### src/rtl/assert_macros.svh
// assertion macros shared by the block
`ifndef ASSERT_MACROS_SVH
`define ASSERT_MACROS_SVH

// a check that holds at every clock edge outside reset
`define ASSERT_CLK(label, clk, rstn, prop, msg) \
    label: assert property (@(posedge clk) disable iff (!rstn) (prop)) else $error(msg);

// a check that holds at every clock edge, reset included
`define ASSERT_ALWAYS(label, clk, prop, msg) \
    label: assert property (@(posedge clk) (prop)) else $error(msg);

`endif

### src/rtl/cmrc_pkg.sv
// package: types, constants and hash helpers for the count-min reference counter
package cmrc_pkg;

    localparam int ROW_WIDTH_DEF     = 4096;
    localparam int ROWS_DEF          = 4;
    localparam int OVERFLOW_BITS_DEF = 16;

    localparam int OP_W     = 2;
    localparam int KEY_W    = 64;
    localparam int COUNT_W  = 17;
    localparam int NIBBLE_W = 4;

    localparam logic [NIBBLE_W-1:0] NIBBLE_MAX = 4'd15;
    localparam logic [31:0] SEED_STEP = 32'd1003;
    localparam logic [31:0] SEED_BASE = 32'd7;

    localparam logic [31:0] PR2 = 32'd2246822519;
    localparam logic [31:0] PR3 = 32'd3266489917;
    localparam logic [31:0] PR4 = 32'd668265263;
    localparam logic [31:0] PR5 = 32'd374761393;

    localparam logic [OP_W-1:0] OP_QUERY = 2'd0;
    localparam logic [OP_W-1:0] OP_REF   = 2'd1;
    localparam logic [OP_W-1:0] OP_DEREF = 2'd2;

    typedef enum logic [3:0] {
        ST_CLEAR,
        ST_IDLE,
        ST_SEED,
        ST_H0,
        ST_H1,
        ST_H2,
        ST_H3,
        ST_H4,
        ST_H5,
        ST_MOD0,
        ST_MOD1,
        ST_READ,
        ST_UPDATE,
        ST_DONE
    } state_t;

    // multiplier operand selection for the shared unit
    typedef enum logic [2:0] {
        MS_SEED,
        MS_LO,
        MS_ROT,
        MS_HI,
        MS_AV2,
        MS_AV3,
        MS_RECIP,
        MS_QW
    } mul_sel_t;

    typedef struct packed {
        logic     mul_en;
        mul_sel_t mul_sel;
    } hash_ctl_t;

    function automatic logic [31:0] rotl17(input logic [31:0] x);
        rotl17 = {x[14:0], x[31:15]};
    endfunction

endpackage

### src/rtl/cmrc_hash_unit.sv
// shared 32x32 multiplier datapath computing the xxh32 of one 8-byte key and its bucket column
module cmrc_hash_unit #(
    parameter int ROW_WIDTH = cmrc_pkg::ROW_WIDTH_DEF
) (
    input  logic                       aclk,
    input  cmrc_pkg::hash_ctl_t        ctl,
    input  logic [31:0]                row_idx,
    input  logic [cmrc_pkg::KEY_W-1:0] key,
    output logic [31:0]                col
);
    localparam int COL_W = (ROW_WIDTH > 1) ? $clog2(ROW_WIDTH) : 1;
    localparam logic [31:0] ROW_WIDTH_C = 32'(ROW_WIDTH);
    // floor(2^32 / width): the quotient estimate is exact or one short
    localparam logic [31:0] RECIP = 32'(64'd4294967296 / 64'(ROW_WIDTH));

    logic [31:0] acc_reg, acc_next;
    logic [31:0] a, b;
    logic [31:0] av;
    logic [31:0] hash;

    assign av   = acc_reg;
    assign hash = av ^ (av >> 16);

    always_comb begin
        a = '0;
        b = '0;
        case (ctl.mul_sel)
            cmrc_pkg::MS_SEED:  begin a = row_idx; b = cmrc_pkg::SEED_STEP; end
            cmrc_pkg::MS_LO:    begin a = key[31:0]; b = cmrc_pkg::PR3; end
            cmrc_pkg::MS_ROT:   begin a = cmrc_pkg::rotl17(av); b = cmrc_pkg::PR4; end
            cmrc_pkg::MS_HI:    begin a = key[63:32]; b = cmrc_pkg::PR3; end
            cmrc_pkg::MS_AV2:   begin a = av ^ (av >> 15); b = cmrc_pkg::PR2; end
            cmrc_pkg::MS_AV3:   begin a = av ^ (av >> 13); b = cmrc_pkg::PR3; end
            cmrc_pkg::MS_RECIP: begin a = hash; b = RECIP; end
            cmrc_pkg::MS_QW:    begin a = av; b = ROW_WIDTH_C; end
            default:            begin a = '0; b = '0; end
        endcase
    end

    // product low word, plus the running sum where xxh32 adds; the high word for the reciprocal step
    logic [63:0] prod;
    assign prod = {32'd0, a} * {32'd0, b};

    always_comb begin
        case (ctl.mul_sel)
            cmrc_pkg::MS_SEED:  acc_next = prod[31:0] + cmrc_pkg::SEED_BASE
                                           + cmrc_pkg::PR5 + 32'd8;
            cmrc_pkg::MS_LO,
            cmrc_pkg::MS_HI:    acc_next = av + prod[31:0];
            cmrc_pkg::MS_RECIP: acc_next = prod[63:32];
            default:            acc_next = prod[31:0];
        endcase
    end

    always_ff @(posedge aclk) begin
        if (ctl.mul_en) begin
            acc_reg <= acc_next;
        end
    end

    // bucket column: a mask for a power-of-two width, else the remainder
    // from the quotient estimate times the width, with one correction step
    generate
        if ((1 << COL_W) == ROW_WIDTH) begin : g_pow2
            assign col = hash & (ROW_WIDTH_C - 32'd1);
        end else begin : g_mod
            logic [31:0] h_keep_reg;
            logic [31:0] rem;
            always_ff @(posedge aclk) begin
                if (ctl.mul_en && (ctl.mul_sel == cmrc_pkg::MS_RECIP)) begin
                    h_keep_reg <= hash;
                end
            end
            assign rem = h_keep_reg - av;
            assign col = (rem >= ROW_WIDTH_C) ? (rem - ROW_WIDTH_C) : rem;
        end
    endgenerate
endmodule

### config.mk
export PLATFORM = sky130hd
export DESIGN_NAME = cmrc_hash_unit
export DESIGN_NICKNAME = d
export VERILOG_FILES = /design/src/rtl/assert_macros.svh /design/src/rtl/cmrc_pkg.sv /design/src/rtl/cmrc_hash_unit.sv
export SDC_FILE = /design/constraint.sdc
export NUM_CORES = 1
export LEC_CHECK = 0
export ABC_AREA = 1
export BUFFER_PORTS_ARGS = -buffer_cell sky130_fd_sc_hd__clkbuf_2
export CELL_PAD_IN_SITES_DETAIL_PLACEMENT = 0
export CELL_PAD_IN_SITES_GLOBAL_PLACEMENT = 1
export CORE_MARGIN = 2
export CORE_UTILIZATION = 30
export DETAILED_ROUTE_END_ITERATION = 8
export GPL_TIMING_DRIVEN = 0
export PLACE_DENSITY_LB_ADDON = 0.1
export SYNTH_ARGS = -nofsm -noshare
export SYNTH_HDL_FRONTEND = slang
export SYNTH_SLANG_ARGS = --single-unit
export TNS_END_PERCENT = 10
### constraint.sdc
create_clock -name aclk -period 17.6 [get_ports aclk]
set_input_delay 3.52 -clock aclk [delete_from_list [all_inputs] [get_ports aclk]]
set_output_delay 3.52 -clock aclk [all_outputs]
set_load 0.005 [all_outputs]
==> tab_implementation.tex <==
\begin{tabular}{lr}
\hline
Metric & Value \\
\hline
\multicolumn{2}{l}{\textbf{Placement}} \\
Standard cell area after detailed placement & between 30000 and 40000 µm² \\
Placed instance count & 6334 \\
Placed wire-length estimate after detailed placement & 176 mm \\
Weighted congestion at the end of routability-driven global placement & 1.04 \\
Number of port buffers & around 110 \\
\multicolumn{2}{l}{\textbf{Timing}} \\
Fmax & 60.6 MHz \\
Final number of max-transition violations & 11 \\
Worst slew margin & -0.0224 \\
Endpoints failing setup & 0 \\
Final number of hold-violating endpoints & 0 \\
Setup TNS Final & 0 ns \\
RSZ-0062 raised after global routing & no \\
Setup clock skew after layout & a little over 0.01 ns \\
Share of the cycle needed by the critical path after routing & 0.938 \\
Time the worst path needs with I/O delays and setup & 16.51 ns \\
Transition time at the pin with the least slew margin & 1.53 ns \\
\multicolumn{2}{l}{\textbf{CTS}} \\
CTS Root Cell & sky130\_fd\_sc\_hd\_\_clkbuf\_16 \\
Number of clock sinks & 32 \\
Clock-pin transition on the worst setup and hold timing paths & 0.06 ns \\
Bufs on Longest Clock Path & 2 \\
H-Tree Depth & 2 \\
Insertion delay to the later sink of the worst-skew pair & just under 0.3 ns \\
Post-CTS sizing & 0 \\
CTS tree & done \\
CTS Hold Buffers Added & 0 \\
Post-CTS Setup Bufs & 0 \\
TritonCTS buffer count & 5 \\
\multicolumn{2}{l}{\textbf{Yosys}} \\
Post-synthesis cell count & $\sim$4600 \\
Area leader, netlist & sky130\_fd\_sc\_hd\_\_fa\_1 \\
Area of the mapped netlist & 36400 µm² \\
Post-synthesis average cell area & 7.92 µm² \\
Largest cells by area after synthesis & sky130\_fd\_sc\_hd\_\_fa\_1, sky130\_fd\_sc\_hd\_\_inv\_1, sky130\_fd\_sc\_hd\_\_ha\_1 \\
Number of flip-flops and latches in the synthesized netlist & 32 \\
Leading cell type by number of instances after synthesis & sky130\_fd\_sc\_hd\_\_inv\_1 \\
Yosys Warn Count & 0 \\
Area share of the leading cell type in the synthesized netlist & 0.458 \\
Number of synthesized flops with an enable pin & 32 \\
Most used standard cells in the synthesized netlist & sky130\_fd\_sc\_hd\_\_inv\_1, sky130\_fd\_sc\_hd\_\_fa\_1, sky130\_fd\_sc\_hd\_\_nand2\_1 \\
Register area share after synthesis & 0.0264 \\
Leading register cell type out of synthesis & sky130\_fd\_sc\_hd\_\_edfxtp\_1 \\
Count of different cell masters after synthesis & 57 \\
Asr flop ratio synth & 0 \\
\multicolumn{2}{l}{\textbf{Critical path}} \\
Count of cells along the worst register-to-register path & 41 \\
Endpoint of the most critical register-to-register path & acc\_reg[31]\$\_DFFE\_PP\_ \\
Worst setup path class & in2reg \\
Slowest stage cell on the critical path & sky130\_fd\_sc\_hd\_\_nor2\_1 \\
Reg-to-reg startpoint & acc\_reg[25]\$\_DFFE\_PP\_ \\
Crit path top cell by count & sky130\_fd\_sc\_hd\_\_inv\_1 \\
Type of element capturing the critical path & flop \\
Delay of the slowest cell on the worst path & 1.07 ns \\
R2r setup slk & approximately 4.6 ns \\
Data arrival at the endpoint of the critical path & 16.56 ns \\
Crit path max fanout & 10 \\
Data required time of the critical path & 17.64 ns \\
Crit path launch type & input port \\
Worst Setup SP & ctl[2] \\
\multicolumn{2}{l}{\textbf{Detailed routing}} \\
Topmost layer with routed signal wires & met5 \\
Detailed-router iteration count before antenna repair & 6 \\
Met1 wire length & about 87 mm \\
Starting DRT DRC Count & around 3300 \\
DRC violation count after routing & 0 \\
Metal3 WL & roughly 15 mm \\
Vias/cell & 5.02 \\
Vias post-DR & 31800 \\
Post-DR wirelength/cell & 30.5 µm \\
Final wirelength & 194 mm \\
Routed length on met2 & 82.6 mm \\
Antenna Nets Post-Route & 0 \\
\multicolumn{2}{l}{\textbf{Min path}} \\
Destination of the worst hold path & acc\_reg[0]\$\_DFFE\_PP\_ \\
Hold/Removal Path Class & reg2reg \\
Worst min-delay path startpoint & acc\_reg[0]\$\_DFFE\_PP\_ \\
Hold-critical path depth & 3 \\
\multicolumn{2}{l}{\textbf{Floorplanning}} \\
Initial Utilization & 0.303 \\
Number of primary I/O pins & about 130 \\
Core outline area & 120000 µm² \\
Die boundary width & around 350 µm \\
DIE AREA & between 100000 and 150000 µm² \\
Num rows & between 100 and 150 \\
Vertical die dimension & roughly 350 µm \\
\multicolumn{2}{l}{\textbf{Final layout}} \\
Filler instances & between 10000 and 15000 \\
Fraction of final layout cells with drive strength greater than 1 & 0.0586 \\
Filler-free cell count of the finished design & 6342 \\
Number of flip-flops in the largest register & 32 \\
\# nets final & 5990 \\
Number of antenna repair diodes & 0 \\
Final std cell area, no fill & 39200 µm² \\
Area growth from synthesis to layout & 7.70\% \\
\multicolumn{2}{l}{\textbf{Global route}} \\
Total global routing overflow & 0 \\
Pin count of the biggest net entering global routing & 33 \\
First-pass GRT wire length & 266 mm \\
Aggregate global-route resource usage & 0.311 \\
Number of global-route vias before repair & 32800 \\
Initial antenna violation count & 3 \\
\multicolumn{2}{l}{\textbf{Run status}} \\
Failing checks & capacitance limit, slew limit \\
Run status & finished, violations left \\
\multicolumn{2}{l}{\textbf{Job}} \\
Max-cap viol count & 1 \\
\hline
\end{tabular}
==> area by class of cell <==
cell class	instances	area (µm²)	share of cell area
sequential	32	961	0.0245
timing repair buffer	109	546	0.0139
multi-input combinational	3156	30000	0.766
buffer	110	549	0.0140
inverter	1315	4940	0.126
tap	1612	2020	0.0514
clock inverter	3	42.5	0.00109
clock buffer	5	125	0.00319
==> layout by cell type, fill, tap and decap left out, types with 16 or more instances in the layout <==
master / instances
sky130_fd_sc_hd__a21oi_1: 156
sky130_fd_sc_hd__a221oi_1: 25
sky130_fd_sc_hd__a31oi_1: 16
sky130_fd_sc_hd__buf_2: 30
sky130_fd_sc_hd__buf_4: 22
sky130_fd_sc_hd__clkbuf_1: 47
sky130_fd_sc_hd__clkbuf_2: 110
sky130_fd_sc_hd__conb_1: 20
sky130_fd_sc_hd__edfxtp_1: 32
sky130_fd_sc_hd__fa_1: 833
sky130_fd_sc_hd__ha_1: 327
sky130_fd_sc_hd__inv_1: 1296
sky130_fd_sc_hd__nand2_1: 723
sky130_fd_sc_hd__nand3_1: 136
sky130_fd_sc_hd__nand4_1: 51
sky130_fd_sc_hd__nor2_1: 520
sky130_fd_sc_hd__o21ai_0: 97
sky130_fd_sc_hd__o21ai_2: 20
sky130_fd_sc_hd__or2_2: 16
sky130_fd_sc_hd__xor2_1: 30
==> metrics by stage <==
step                      setup slack, ns  hold WS (ns)   util
after CTS                            1.27         0.888  0.326
after global routing                0.797         0.964  0.326
final                                1.09         0.909  0.326
after global placement              0.873         0.853  0.325
after floorplan                      5.35         0.752      -
after detailed placement             1.05         0.875  0.325
==> metal layers <==
| metal | GRT usage | up-vias |
|---|---|---|
| met5 | 0 | - |
| met4 | 0.110 | 4 |
| met3 | 0.0444 | 238 |
| met2 | 0.470 | 1413 |
| met1 | 0.450 | 16300 |
| li1 | - | 13900 |
==> cells by family after synthesis <==
family | after synthesis | synth area share
AND/OR/NAND/NOR | 1525 | 0.174
buffers and inverters | 1425 | 0.151
adder cells (fa/ha/maj) | 1160 | 0.571
AO/OA/AOI/OAI | 408 | 0.0676
XOR/XNOR | 43 | 0.0106
flip-flops | 32 | 0.0264
other | 1 | 0.000103
==> worst max path at each step <==
stage                                  to
floorplan           acc_reg[27]$_DFFE_PP_
global placement    acc_reg[29]$_DFFE_PP_
detailed placement  acc_reg[31]$_DFFE_PP_
CTS                 acc_reg[31]$_DFFE_PP_
global route        acc_reg[31]$_DFFE_PP_
finish              acc_reg[31]$_DFFE_PP_
==> worst max-delay path: cells and delay by family <==
kind | cells | cell delay, ns
adders and majority gates | 10 | 4.96
and+or+nand+nor | 17 | 4.62
buffers and inverters | 15 | 1.79
AOI/OAI and AO/OA | 4 | 1.56
Power is not shown: default switching activity piles up to over one toggle a cycle in this logic, so the estimate is an artifact.
